--- config.mk ---
export PLATFORM = sky130hd
export DESIGN_NAME = daimd_table
export DESIGN_NICKNAME = d
export VERILOG_FILES = /design/src/rtl/daimd_pkg.sv /design/src/rtl/daimd_table.sv
export SDC_FILE = /design/constraint.sdc
export NUM_CORES = 2
export LEC_CHECK = 0
export ABC_AREA = 1
export ABC_CLOCK_PERIOD_IN_PS = 1600
export BUFFER_PORTS_ARGS = -buffer_cell sky130_fd_sc_hd__clkbuf_2
export CAP_MARGIN = 20
export CORE_MARGIN = 2
export CORE_UTILIZATION = 40
export DETAILED_ROUTE_END_ITERATION = 6
export PLACE_DENSITY_LB_ADDON = 0.2
export SYNTH_ARGS = -nofsm -noshare
export SYNTH_HDL_FRONTEND = slang
export SYNTH_SLANG_ARGS = --single-unit
--- constraint.sdc ---
create_clock -name clk -period 1.6 [get_ports clk]
set_input_delay 0.16 -clock clk [delete_from_list [all_inputs] [get_ports clk]]
set_output_delay 0.16 -clock clk [all_outputs]
set_load 0.05 [all_outputs]
--- src/rtl/daimd_pkg.sv ---
`timescale 1ns / 1ps
package daimd_pkg;

    localparam int TABLE_ENTRIES = 64;
    localparam int IDX_W = $clog2(TABLE_ENTRIES);
    localparam int CNT_W = $clog2(TABLE_ENTRIES + 1);

    localparam logic [15:0] FIXED_WINDOW = 16'd50;
    localparam logic [15:0] DT_MAX_WINDOW = 16'd1000;
    localparam logic [15:0] RESET_WINDOW = 16'd15;
    localparam logic [15:0] WIN_MAX = 16'hFFFF;

    localparam logic [2:0] MODE_FIXED = 3'd0;
    localparam logic [2:0] MODE_DELAY = 3'd1;
    localparam logic [2:0] MODE_AIMD = 3'd2;
    localparam logic [2:0] MODE_PAIMD = 3'd3;
    localparam logic [2:0] MODE_DOUBLE = 3'd4;

    localparam logic [2:0] REG_MODE = 3'd0;
    localparam logic [2:0] REG_EXPIRY = 3'd1;
    localparam logic [2:0] REG_HOLDOFF = 3'd2;
    localparam logic [2:0] REG_MODULUS = 3'd3;
    localparam logic [2:0] REG_FACTOR = 3'd4;
    localparam logic [2:0] REG_TARGET = 3'd5;
    localparam logic [2:0] REG_LOW = 3'd6;
    localparam logic [2:0] REG_HIGH = 3'd7;

    typedef struct packed {
        logic        command;
        logic [31:0] seq_number;
        logic [31:0] event_time;
        logic [31:0] acked_send_time;
        logic [30:0] random_draw;
    } in_item_t;

    typedef struct packed {
        logic [15:0] window;
        logic        cut_applied;
        logic        table_overflow;
    } out_item_t;

    // divider request / reply between the top level and the divide unit
    typedef struct packed {
        logic        start;
        logic [47:0] dividend;
        logic [31:0] divisor;
    } div_req_t;

    typedef struct packed {
        logic        done;
        logic [47:0] quotient;
        logic [31:0] remainder;
    } div_rsp_t;

endpackage

--- src/rtl/daimd_table.sv ---
`timescale 1ns / 1ps
module daimd_table (
    input  logic                           clk,
    input  logic                           rst_n,
    input  logic                           rd_en,
    input  logic [daimd_pkg::IDX_W-1:0]    rd_addr,
    output logic [31:0]                    rd_seq,
    output logic [31:0]                    rd_time,
    output logic                           rd_valid,
    input  logic                           wr_en,
    input  logic [daimd_pkg::IDX_W-1:0]    wr_addr,
    input  logic [31:0]                    wr_seq,
    input  logic [31:0]                    wr_time,
    input  logic                           vld_set,
    input  logic                           vld_clr,
    input  logic [daimd_pkg::IDX_W-1:0]    vld_addr
);
    import daimd_pkg::*;

    logic [63:0] mem [TABLE_ENTRIES];
    logic [TABLE_ENTRIES-1:0] valid_reg;
    logic [63:0] rd_reg;
    logic        rdv_reg;

    always_ff @(posedge clk)
    begin
        if (wr_en)
        begin
            mem[wr_addr] <= {wr_seq, wr_time};
        end
        if (rd_en)
        begin
            rd_reg <= mem[rd_addr];
        end
    end

    always_ff @(posedge clk or negedge rst_n)
    begin
        if (!rst_n)
        begin
            valid_reg <= '0;
            rdv_reg   <= 1'b0;
        end
        else
        begin
            if (vld_clr)
            begin
                valid_reg[vld_addr] <= 1'b0;
            end
            if (vld_set)
            begin
                valid_reg[vld_addr] <= 1'b1;
            end
            if (rd_en)
            begin
                rdv_reg <= valid_reg[rd_addr];
            end
        end
    end

    assign rd_seq   = rd_reg[63:32];
    assign rd_time  = rd_reg[31:0];
    assign rd_valid = rdv_reg;

endmodule

==> impl_metrics.py <==
metrics = {
    "critical_path": {
        "start_kind": "flip-flop",
        "slowest_stage": "edfxtp_1",
        "arrival_ns": 2.06,
        "crit_fanout": 1,
        "path_cells": "buf_8",
        "worst_setup_path_end_kind": "output port",
        "worstSetupPathType": "reg2out",
        "critical-path-max-stage-delay_ns": 0.80,
        "cp_data_required_time_ns": 1.44,
        "critPathTopFamily": "flip-flops",
        "path_buf_inv": 1,
    },
    "die": {
        "io_pins": 153,
        "start_util": 0.401,
        "die_w_um": 652,
        "die_h_um": 652,
        "fp.dieArea_um2": 425000,
        "row_count": 238,
        "core_area_um2": 419000,
    },
    "route": {
        "wl_um": 578000,
        "viasPerCell": 5.64,
        "drc": 0,
        "drt_pass1_iterations": 6,
        "wire_per_inst_um": 27.9,
        "antenna_left": 0,
        "vias": 117009,
        "dr.first_iter.drc_count": 15065,
    },
    "timing": {
        "final.period_utilization": 1.39,
        "rsz0062_at_grt": "true",
        "final_hold_viol_count": 16,
        "holdWs_ns": -0.0506,
        "drv_slew": 0,
        "min_period_ns": 2.22,
        "fin_ws_ns": -0.616,
        "tns_ns": -20.19,
        "clock_skew_ns": 0.0791,
        "relSlewSlack": 0.458,
        "fmax_mhz": 451,
        "worstMarginPinSlew_ns": 0.813,
        "setup-violations-final": 75,
    },
    "synth": {
        "synth_cell_type_count": 20,
        "yosys_warnings": 0,
        "syn_inst": 13586,
        "syn-cell-area_um2": 168000,
        "synth_seq_cells": 4225,
        "synthesis.nets": 13674,
        "synth_seq_area_share": 0.753,
        "synth_area_per_cell_um2": 12.4,
    },
    "min_path": {
        "worstHoldPathType": "in2reg",
    },
    "power": {
        "total_power_uw": 243000,
        "p_comb_frac": 0.073,
        "ir_worst_vdd_mv": 0.958,
        "switching_share": 0.231,
        "p_leak_uw": 0.0738,
        "p_sw_uw": 56200,
        "power_frac_clock": 0.420,
        "power.internal_uw": 187000,
        "powerDensity_nw_per_um2": 1170,
        "seq_power_share": 0.508,
    },
    "clock_network": {
        "clock_path_buffers": 4,
        "cts_root_buffer": "clkbuf_16",
        "cts_setup_buffers": 0,
        "clk_pin_slew_ns": 0.06,
        "cts_buffers": 444,
        "clock_latency_ns": 1.02,
        "htree_num_levels": 5,
        "clock-sinks": 4225,
        "cts_tree": "yes",
    },
    "global_route": {
        "grt_pass1_wl_um": 823000,
        "grt_overflow_total": 0,
        "grt_max_degree": 66,
        "track_usage": 0.266,
        "grt_pass1_vias": 110575,
        "antenna_found_initial": 18,
    },
    "job": {
        "max_cap_viol_count": 0,
    },
    "layout": {
        "nets": 14923,
        "fill_cells": 36339,
        "drive_above_1_share": 0.154,
        "largest_reg_flops": 4096,
        "area_growth_pct": 23.7,
    },
    "placed_design": {
        "io_buffer_count": 152,
        "hpwl_um": 364000,
        "gp_congestion": 0.837,
    },
    "status": {
        "outcome": "finished, violations left",
        "violations": "hold timing, setup timing",
    },
}
logic make-up (layout without fill, tap and decap cells):
family | after synthesis | count (layout) | share of synthesized area
compound gates | 1152 | 1152 | 0.0362
other cells | 0 | 5 | 0
flops | 4225 | 4225 | 0.753
buf+inv | 1072 | 2696 | 0.0288
simple gates | 7137 | 7137 | 0.182
through the flow:
step	worst slack [ns]	hold WS [ns]	std cells	instance area (um2)	util
6_report	-0.616	-0.0506	20735	208000	0.496
5_1_grt	-0.633	0.0152	20733	208000	0.496
4_1_cts	-0.743	0.0106	20730	208000	0.495
3_5_place_dp	-0.607	0.215	19822	192000	0.458
3_3_place_gp	-0.628	0.217	19822	192000	0.458
2_1_floorplan	-2.08	-0.136	13586	168000	-
cell usage after synthesis:
library cell,n,area share
a21oi_1,128,0.0038
buf_1,106,0.0024
buf_2,370,0.011
buf_4,79,0.0035
buf_6,8,0.00054
clkbuf_1,360,0.0080
clkinv_1,2,0.000045
dfrtp_1,65,0.0097
edfxtp_1,4160,0.74
inv_1,143,0.0032
inv_2,3,0.000067
inv_4,1,0.000037
nand2_1,3522,0.079
nand3_1,3014,0.090
nand4_1,9,0.00033
nor2_1,568,0.013
nor3_1,16,0.00048
nor4_1,8,0.00030
o21ai_0,768,0.023
o22ai_1,256,0.0095
final timing paths:
check | startpoint | end | slack [ns] | cells after the start
setup / recovery | rd_reg[54]$_DFFE_PP_ | rd_seq[22] | -0.62 | 1
hold / removal | vld_addr[4] | valid_reg[34]$_DFF_PN0_ | -0.05 | 6
setup reg to reg | mem[41][21]$_DFFE_PP_ | rd_reg[21]$_DFFE_PP_ | 0.08 | 8
hold reg to reg | valid_reg[50]$_DFF_PN0_ | valid_reg[50]$_DFF_PN0_ | 0.50 | 2
max in group asynchronous | rst_n | valid_reg[23]$_DFF_PN0_ | 0.96 | 4
min in group asynchronous | rst_n | valid_reg[10]$_DFF_PN0_ | 0.32 | 4
worst register-to-register path, delay by kind of cell (launching register included):
family | cells | cell delay [ns]
AND/OR/NAND/NOR | 6 | 0.66
AO/OA/AOI/OAI | 2 | 0.26
flip-flops | 1 | 0.35
what timing repair did:
item | in CTS | in global routing
gates resized for setup | 152 | 85
pin swaps | 0 | 0
hold buffers | 87 | 3
endpoints found under the hold margin | 4395 | 7
setup endpoints to repair | 65 | 85
layout by cell type, fill, tap and decap left out:
| cell | n |
|---|---|
| inv_16 | 6 |
| nor2_1 | 512 |
| o21ai_1 | 13 |
| inv_1 | 141 |
| clkinv_16 | 4 |
| buf_12 | 692 |
| edfxtp_1 | 4160 |
| inv_6 | 10 |
| clkinv_1 | 97 |
| nand2_1 | 3521 |
| buf_4 | 782 |
| clkbuf_16 | 456 |
| nand4_1 | 9 |
| nand3_2 | 9 |
| inv_8 | 4 |
| clkinv_2 | 84 |
| nand2_2 | 1 |
| o21ai_0 | 755 |
| nor3_2 | 1 |
| nor3_1 | 15 |
| a21oi_1 | 128 |
| nor2_4 | 56 |
| clkinv_4 | 7 |
| clkbuf_2 | 80 |
| buf_8 | 62 |
| nand3_1 | 3005 |
| bufinv_16 | 43 |
| buf_6 | 13 |
| diode_2 | 5 |
| dlymetal6s4s_1 | 1 |
| dfrtp_1 | 65 |
| clkinv_8 | 6 |
| nor4_4 | 8 |
| o22ai_1 | 256 |
| dlygate4sd3_1 | 86 |
| clkbuf_1 | 110 |
| clkinvlp_4 | 12 |
power groups by stage:
stage / logic (uW) / registers (uW) / clock network (uW)
CTS: 17500 / 124000 / 103000
floorplan: 7750 / 126000 / 0
finish: 17700 / 124000 / 102000
detailed placement: 17000 / 126000 / 0
global route: 19100 / 124000 / 107000
global placement: 16900 / 126000 / 0
area by class of cell:
class / instances / area, um2 / share of cell area
sequential: 4225 / 127000 / 0.609
multi-input combinational: 8289 / 37300 / 0.179
timing repair buffer: 1726 / 22300 / 0.107
clock buffer: 556 / 11600 / 0.0557
tap: 5520 / 6910 / 0.0332
clock inverter: 265 / 2620 / 0.0126
inverter: 149 / 611 / 0.00294
antenna: 5 / 12.5 / 0.0000602
layer usage:
layer  vias up  part of all wire  global-route usage
li1      51608                 -                   -
met1     59155              0.43               0.389
met2      5364              0.45               0.413
met3       882             0.083              0.0388
met4         0             0.034              0.0807
met5         -                 0                   0
Power figures use the tool's default switching activity.
