[src/rtl/daimd_pkg.sv]
`timescale 1ns / 1ps
package daimd_pkg;

    localparam int TABLE_ENTRIES = 64;
    localparam int IDX_W = $clog2(TABLE_ENTRIES);
    localparam int CNT_W = $clog2(TABLE_ENTRIES + 1);

    localparam logic [15:0] FIXED_WINDOW = 16'd50;
    localparam logic [15:0] DT_MAX_WINDOW = 16'd1000;
    localparam logic [15:0] RESET_WINDOW = 16'd15;
    localparam logic [15:0] WIN_MAX = 16'hFFFF;

    localparam logic [2:0] MODE_FIXED = 3'd0;
    localparam logic [2:0] MODE_DELAY = 3'd1;
    localparam logic [2:0] MODE_AIMD = 3'd2;
    localparam logic [2:0] MODE_PAIMD = 3'd3;
    localparam logic [2:0] MODE_DOUBLE = 3'd4;

    localparam logic [2:0] REG_MODE = 3'd0;
    localparam logic [2:0] REG_EXPIRY = 3'd1;
    localparam logic [2:0] REG_HOLDOFF = 3'd2;
    localparam logic [2:0] REG_MODULUS = 3'd3;
    localparam logic [2:0] REG_FACTOR = 3'd4;
    localparam logic [2:0] REG_TARGET = 3'd5;
    localparam logic [2:0] REG_LOW = 3'd6;
    localparam logic [2:0] REG_HIGH = 3'd7;

    typedef struct packed {
        logic        command;
        logic [31:0] seq_number;
        logic [31:0] event_time;
        logic [31:0] acked_send_time;
        logic [30:0] random_draw;
    } in_item_t;

    typedef struct packed {
        logic [15:0] window;
        logic        cut_applied;
        logic        table_overflow;
    } out_item_t;

    // divider request / reply between the top level and the divide unit
    typedef struct packed {
        logic        start;
        logic [47:0] dividend;
        logic [31:0] divisor;
    } div_req_t;

    typedef struct packed {
        logic        done;
        logic [47:0] quotient;
        logic [31:0] remainder;
    } div_rsp_t;

endpackage

[src/rtl/daimd_div.sv]
`timescale 1ns / 1ps
module daimd_div (
    input  logic             clk,
    input  logic             rst_n,
    input  daimd_pkg::div_req_t req,
    output daimd_pkg::div_rsp_t rsp
);
    import daimd_pkg::*;

    // restoring divide, one quotient bit per cycle
    logic [47:0] quo_reg, quo_next;
    logic [32:0] rem_reg, rem_next;
    logic [31:0] dsr_reg, dsr_next;
    logic [5:0]  cnt_reg, cnt_next;
    logic        busy_reg, busy_next;
    logic        done_reg, done_next;
    logic [32:0] trial;

    always_comb
    begin
        quo_next  = quo_reg;
        rem_next  = rem_reg;
        dsr_next  = dsr_reg;
        cnt_next  = cnt_reg;
        busy_next = busy_reg;
        done_next = 1'b0;
        trial     = {rem_reg[31:0], quo_reg[47]};
        if (req.start)
        begin
            quo_next  = req.dividend;
            rem_next  = '0;
            dsr_next  = req.divisor;
            cnt_next  = 6'd0;
            busy_next = 1'b1;
        end
        else if (busy_reg)
        begin
            quo_next = {quo_reg[46:0], 1'b0};
            if (trial >= {1'b0, dsr_reg})
            begin
                rem_next    = trial - {1'b0, dsr_reg};
                quo_next[0] = 1'b1;
            end
            else
            begin
                rem_next = trial;
            end
            cnt_next = cnt_reg + 6'd1;
            if (cnt_reg == 6'd47)
            begin
                busy_next = 1'b0;
                done_next = 1'b1;
            end
        end
    end

    always_ff @(posedge clk or negedge rst_n)
    begin
        if (!rst_n)
        begin
            busy_reg <= 1'b0;
            done_reg <= 1'b0;
            cnt_reg  <= '0;
        end
        else
        begin
            busy_reg <= busy_next;
            done_reg <= done_next;
            cnt_reg  <= cnt_next;
        end
    end

    always_ff @(posedge clk)
    begin
        quo_reg <= quo_next;
        rem_reg <= rem_next;
        dsr_reg <= dsr_next;
    end

    assign rsp.done      = done_reg;
    assign rsp.quotient  = quo_reg;
    assign rsp.remainder = rem_reg[31:0];

endmodule

[config.mk]
export PLATFORM = sky130hd
export DESIGN_NAME = daimd_div
export DESIGN_NICKNAME = d
export VERILOG_FILES = /design/src/rtl/daimd_pkg.sv /design/src/rtl/daimd_div.sv
export SDC_FILE = /design/constraint.sdc
export NUM_CORES = 1
export LEC_CHECK = 0
export ABC_CLOCK_PERIOD_IN_PS = 2650
export BUFFER_PORTS_ARGS = -buffer_cell sky130_fd_sc_hd__buf_4
export CAP_MARGIN = 20
export CORE_ASPECT_RATIO = 0.7
export CORE_MARGIN = 4
export CORE_UTILIZATION = 40
export DETAILED_ROUTE_END_ITERATION = 7
export PLACE_DENSITY_LB_ADDON = 0.2
export SLEW_MARGIN = 15
export SYNTH_ARGS = -nofsm -noshare
export SYNTH_HDL_FRONTEND = slang
export SYNTH_SLANG_ARGS = --single-unit
[constraint.sdc]
create_clock -name clk -period 2.65 [get_ports clk]
set_clock_uncertainty 0.1 [all_clocks]
set_input_delay 0.1325 -clock clk [delete_from_list [all_inputs] [get_ports clk]]
set_output_delay 0.1325 -clock clk [all_outputs]
set_load 0.05 [all_outputs]
==> results of run 1 <==
[final timing paths]
check	from	to	slack, ns
worst max-delay path	quo_reg[47]	rem_reg[30]	-0.24
worst min-delay path	req[9]	dsr_reg[9]	0.33
worst max register to register	quo_reg[47]	rem_reg[30]	-0.24
worst min register to register	rem_reg[18]	rem_reg[18]	0.41
max in group asynchronous	rst_n	busy_reg	1.56
min in group asynchronous	rst_n	done_reg	0.59
[through the flow]
stage	setup TNS [ns]	cells	hold slack [ns]	utilization
global route	-7.90	1182	0.310	0.670
CTS	-3.20	1176	0.316	0.655
floorplan	-3.67	599	-0.263	-
global placement	-2.49	1046	-0.148	0.543
finish	-3.94	1182	0.325	0.670
detailed placement	-4.41	1046	-0.143	0.543
[critical path, cell delays in order (launching register included)]
cell and delay (ns):
edfxtp_1 0.36, inv_1 0.06, ha_2 0.20, fa_2 0.36
nor2b_2 0.15, o31a_1 0.21, o31ai_4 0.10, buf_6 0.14
o211ai_4 0.16, nand2_2 0.07, o221ai_2 0.16, a41o_1 0.21
mux2_4 0.30, a311oi_2 0.22
[area by class of cell]
type,count,area [µm²]
Sequential cell,120,3290
Timing Repair Buffer,350,2950
Multi-Input combinational cell,409,3690
Inverter,45,169
Fill cell,1232,5400
Tap cell,225,282
Antenna cell,1,2.50
Clock inverter,13,129
Clock buffer,19,433
[cell usage in the layout, fill, tap and decap left out, types with 6 or more instances in the layout]
| cell type | instances |
|---|---|
| buf_4 | 248 |
| a211oi_2 | 7 |
| ha_1 | 20 |
| mux2i_1 | 20 |
| a211oi_1 | 18 |
| a21oi_1 | 22 |
| nand4_1 | 12 |
| mux2_2 | 47 |
| dfrtp_1 | 7 |
| ha_4 | 12 |
| o21ai_0 | 13 |
| dlygate4sd3_1 | 83 |
| dfxtp_2 | 11 |
| xor2_1 | 6 |
| clkbuf_16 | 17 |
| nand2_1 | 17 |
| nor2_1 | 57 |
| xnor2_1 | 19 |
| buf_6 | 13 |
| a21o_1 | 6 |
| edfxtp_1 | 80 |
| inv_1 | 40 |
| dfxtp_4 | 8 |
| dfxtp_1 | 13 |
| nand3_1 | 7 |
[power by group]
part,leakage (nW),total [mW],internal (mW),switching [mW]
Clock,0.262,2.24,1.37,0.864
Combinational,3.21,6.58,2.99,3.60
Sequential,1.20,2.69,2.42,0.276
Total,4.67,11.5,6.78,4.74
[cell families after synthesis]
family                   after synthesis
AO/OA/AOI/OAI                        128
XOR/XNOR                              27
buffers and inverters                 71
adder cells (fa/ha/maj)               34
AND/OR/NAND/NOR                      146
multiplexers                          73
flip-flops                           120
[repair_timing]
action                                 in CTS  in global routing
resized for setup                          52                 48
cloned                                      3                  0
setup endpoints to repair                  33                 33
setup buffers                              13                 10
pin swaps                                  30                 27
hold buffers                               83                  0
endpoints found under the hold margin      89                  0
[layer usage]
metal | up-vias | wire (µm)
met5 | - | 0
met4 | 0 | 200
met3 | 18 | 953
met2 | 161 | 9590
met1 | 2853 | 9530
li1 | 2920 | -
==> flow_summary.json, run 1 <==
{
  "power_density_nw_per_um2": 1050,
  "dieArea_um2": 18900,
  "synth_edf_count": 80,
  "synthAdderAreaFrac": 0.0647,
  "overflow": 0,
  "clock_latency_ns": 0.42,
  "fin_crit_sh": 1.09,
  "yosysSeqAreaShare": 0.485,
  "first_pass_iters": 5,
  "die_h_um": 116,
  "drv_slew": 0,
  "postSynth.topFlopCell": "edfxtp_1",
  "drtIter0Drc": 401,
  "syn-num-nets": 716,
  "antenna_left": 0,
  "drc_errors": 0,
  "dp_hpwl_mm": 13.3,
  "grt_max_degree": 76,
  "crit_arrival_ns": 3.12,
  "cts_root_buf": "clkbuf_16",
  "wl_per_cell_um": 17.2,
  "yosysWarnings": 0,
  "worstPathMaxFanout": 3,
  "grt_util_met3": 0.0519,
  "crit_type": "reg -> reg",
  "dpl-instance-area_um2": 8870,
  "h-tree-depth": 4,
  "min_path_type": "in -> reg",
  "syn_avg_cell_area_um2": 11.2,
  "top_usage_layer": "met2",
  "final_area_um2": 10900,
  "grt_use_met2": 0.320,
  "synthMuxAreaShare": 0.120,
  "clock_path_buffers": 2,
  "grt_usage": 0.205,
  "setup_ws_ns": -0.239,
  "power_mw": 11.5,
  "vias": 5952,
  "maxCapViolations": 0,
  "p_leak_nw": 4.67,
  "syn_to_final_growth_pct": 63.7,
  "antenna_found_initial": 1,
  "portBuffers": 163,
  "worstPathRequired_ns": 2.88,
  "synth_top_area_cell": "edfxtp_1",
  "synth_compound_area_frac": 0.138,
  "status": "finished with violations",
  "via_per_inst": 5.04,
  "rows": 39,
  "ff2ff_path_depth": 13,
  "synth.distinct_cells": 70,
  "nets": 1060,
  "ys_ff_latch": 120,
  "core_area_um2": 16300,
  "synth_common_cells": "edfxtp_1 (80), nor2_1 (59), mux2_2 (48)",
  "drive_above_1_share": 0.472,
  "initial_core_util": 0.409,
  "clkSinkCount": 120,
  "maxSlewHeadroom": 0.589,
  "ys_top_cells_by_area": "edfxtp_1 (36%), dfxtp_1 (9.6%), mux2_2 (8.1%), ha_1 (6.2%), mux2i_1 (3.4%)",
  "hold_depth": 2,
  "fin_crit_ns": 2.89,
  "grt_pass1_wl_mm": 30.7,
  "yosysMostFrequentCell": "edfxtp_1",
  "violations": "negative setup slack",
  "clkTransAtPathRegs_ns": 0.06,
  "die_x_um": 163,
  "tightest_slew_ns": 0.617,
  "yosys.area_share.simple": 0.110,
  "hold_viol_final": 0,
  "largest_register_ffs": 48,
  "fmax_mhz": 346,
  "drt-total-wl_mm": 20.3,
  "setup_viol": 33,
  "synthArstFlopShare": 0.0667,
  "netlist_area_um2": 6690,
  "use_met1": 0.288,
  "cts_tree": "yes",
  "grt_pass1_vias": 5915,
  "rsz0062_at_grt": "true",
  "pin_count": 164,
  "synth_xor_area_frac": 0.0354,
  "startpoint_type": "register",
  "cts_inserted_buffers": 17,
  "synthCells": 599,
  "synth_top_area_share": 0.359,
  "vdd_ir_drop_max_uv": 795,
  "gp_congestion": 0.910,
  "synth_top_family_by_area": "compound AO/OA/AOI/OAI gates",
  "end_kind": "register",
  "dp_slack_ns": -0.325
}
Power figures use the tool's default switching activity.
==> run 2, diff against run 1 <==
--- a/config.mk
+++ b/config.mk
@@ -5,6 +5,7 @@
 export SDC_FILE = /design/constraint.sdc
 export NUM_CORES = 1
 export LEC_CHECK = 0
+export ABC_AREA = 1
 export ABC_CLOCK_PERIOD_IN_PS = 2650
 export BUFFER_PORTS_ARGS = -buffer_cell sky130_fd_sc_hd__buf_4
 export CAP_MARGIN = 20
==> run 2 against run 1 <==
Net effect:
- the flow now finishes without violations
- non-clock buffer count down 88
- sequential power down 6%
- synthesized cell count up 75%
- core utilization down 9.7 points
- register-to-register slack better by 0.46 ns
- clock-buffer cell count down 2
- global-route usage up 1.4 points
- clock power about the same
- via count up 22%
- total power down 18%
- final cell count up 31%
- critical endpoint is now rem_reg[12]
- highest routed layer unchanged
==> flow_summary.json, run 2 <==
{
  "status": "finished clean",
  "clock_path_buffers": 2,
  "pin_count": 164,
  "ys_top_cells_by_area": "edfxtp_1 (32%), nand2_1 (23%), inv_1 (8.8%), dfxtp_1 (8.6%), ha_1 (5.5%)",
  "worstPathRequired_ns": 2.86,
  "yosysSeqAreaShare": 0.433,
  "min_path_type": "in -> reg",
  "synth_edf_count": 80,
  "drc_errors": 0,
  "syn_to_final_growth_pct": 39.5,
  "antenna_left": 0,
  "p_clk_frac": 0.240,
  "vdd_ir_drop_max_uv": 497,
  "seqPwrFrac": 0.268,
  "grt_usage": 0.219,
  "p_leak_nw": 5.53,
  "netlist_area_um2": 7480,
  "switching_power_mw": 4.23,
  "portBuffers": 163,
  "fmax_mhz": 412,
  "drive_above_1_share": 0.174,
  "grt_pass1_vias": 6940,
  "drv_slew": 0,
  "maxSlewHeadroom": 0.537,
  "hold_viol_final": 0,
  "mostFrequentLayoutCells": "nand2_1 (450), inv_1 (175), buf_4 (174)",
  "crit_arrival_ns": 2.63,
  "swShare": 0.448,
  "cts_root_buf": "clkbuf_16",
  "antenna_found_initial": 0,
  "antenna_cells": 0,
  "final_common_cell": "nand2_1",
  "synth_top_area_share": 0.321,
  "postSynth.topFlopCell": "edfxtp_1",
  "vias": 7268,
  "maxCapViolations": 0,
  "yosysMostFrequentCell": "nand2_1",
  "ys_ff_latch": 120,
  "power_density_nw_per_um2": 905,
  "dp_slack_ns": 0.0369,
  "syn_avg_cell_area_um2": 7.15,
  "first_pass_iters": 5,
  "grt_pass1_wl_mm": 36.0,
  "hold_depth": 2,
  "syn-num-nets": 1163,
  "die_x_um": 171,
  "cts_tree": "yes",
  "cts_inserted_buffers": 17,
  "startpoint_type": "register",
  "drtIter0Drc": 657,
  "rows": 41,
  "wl_per_cell_um": 14.7,
  "r2r-end": "rem_reg[12]",
  "synth_common_cells": "nand2_1 (450), inv_1 (175), edfxtp_1 (80)",
  "largest_register_ffs": 48,
  "overflow": 0,
  "setup_viol": 0,
  "dieArea_um2": 21000,
  "fin_crit_sh": 0.915,
  "ff2ff_path_depth": 14,
  "intPower_mw": 5.22,
  "min_to": "dsr_reg[19]",
  "tightest_slew_ns": 0.694,
  "grt_max_degree": 64,
  "nets": 1418,
  "die_h_um": 122,
  "core_area_um2": 18200,
  "min_from": "req[19]",
  "synthCells": 1046,
  "dp_hpwl_mm": 16.6,
  "reg2reg_slack_ns": 0.23,
  "synth_top_area_cell": "edfxtp_1",
  "fin_tns_setup_ns": 0,
  "initial_core_util": 0.411,
  "clkSinkCount": 120,
  "yosysWarnings": 0,
  "via_per_inst": 4.69,
  "synthArstFlopShare": 0.0667,
  "clock_latency_ns": 0.43,
  "setup_ws_ns": 0.225,
  "worstPathMaxFanout": 12,
  "drt-total-wl_mm": 22.8,
  "fin_crit_ns": 2.42,
  "rsz0062_at_grt": "false",
  "end_kind": "register",
  "power_frac_comb": 0.492,
  "clkTransAtPathRegs_ns": 0.06,
  "crit_type": "reg -> reg",
  "h-tree-depth": 4,
  "crit-reg2reg-launch": "dsr_reg[17]",
  "gp_congestion": 0.986,
  "synth.distinct_cells": 37
}
==> run 2: kinds of logic (layout without fill, tap and decap cells) <==
| kind of cell | count (synthesis) | after routing | synth area share |
|---|---|---|---|
| AO/OA/AOI/OAI | 47 | 47 | 0.0336 |
| XOR/XNOR | 14 | 14 | 0.0164 |
| adder cells (fa/ha/maj) | 34 | 34 | 0.0579 |
| buffers and inverters | 203 | 471 | 0.108 |
| flip-flops | 120 | 120 | 0.433 |
| AND/OR/NAND/NOR | 628 | 628 | 0.351 |
==> run 2: worst max path at each step <==
stage / from / to
CTS: dsr_reg[30] / rem_reg[18]
detailed placement: dsr_reg[30] / rem_reg[18]
global placement: dsr_reg[30] / rem_reg[18]
global route: dsr_reg[30] / rem_reg[18]
floorplan: busy_reg / quo_reg[0]
finish: dsr_reg[17] / rem_reg[12]
==> run 2: layout make-up <==
cell class | instances | area (µm²)
clock buffer | 17 | 425
clock inverter | 15 | 145
fill | 1706 | 7770
inverter | 177 | 664
multi-input combinational | 723 | 3430
sequential | 120 | 3240
tap | 236 | 295
timing repair buffer | 262 | 2230
==> run 2: per-layer routing <==
layer,part of all wire,vias to the layer above,global-route usage
li1,-,3758,-
met2,0.40,247,0.313
met3,0.072,14,0.0586
met1,0.52,3249,0.334
met5,0,-,0
met4,0.0073,0,0.0421
==> run 2: repair_timing <==
action | CTS | global route
hold endpoints to repair | 94 | 0
gates resized for setup | 0 | 1
setup buffers | 0 | 1
setup endpoints to repair | 0 | 25
hold buffers | 83 | 0
==> run 2: worst max-delay path, stage by stage, from the launching register on <==
cell	delay (ns)
edfxtp_1	0.33
inv_1	0.04
ha_1	0.42
nand2_1	0.11
nor2_1	0.23
nand2_1	0.12
nor2_2	0.17
nand2_1	0.09
nand3_2	0.09
nor2_4	0.06
nand2_4	0.07
buf_4	0.19
nand2_1	0.11
nand3_1	0.08
o21ai_1	0.06
==> run 2: through the flow <==
step | utilization | total power, mW | std cells | hold slack, ns | instance area (µm²)
global placement | 0.496 | 7.02 | 1434 | -0.144 | 9020
CTS | 0.572 | 9.43 | 1549 | 0.300 | 10400
detailed placement | 0.496 | 7.03 | 1434 | -0.144 | 9020
finish | 0.573 | 9.45 | 1550 | 0.315 | 10400
floorplan | - | 5.79 | 1046 | -0.263 | 7490
global route | 0.573 | 10.1 | 1550 | 0.313 | 10400
==> run 2: power groups by stage <==
stage	Combinational, mW	Sequential [mW]	Clock, mW
3_3_place_gp	4.46	2.56	0
3_5_place_dp	4.47	2.57	0
5_1_grt	5.12	2.58	2.40
6_report	4.64	2.54	2.27
4_1_cts	4.59	2.54	2.30
2_1_floorplan	2.42	3.37	0
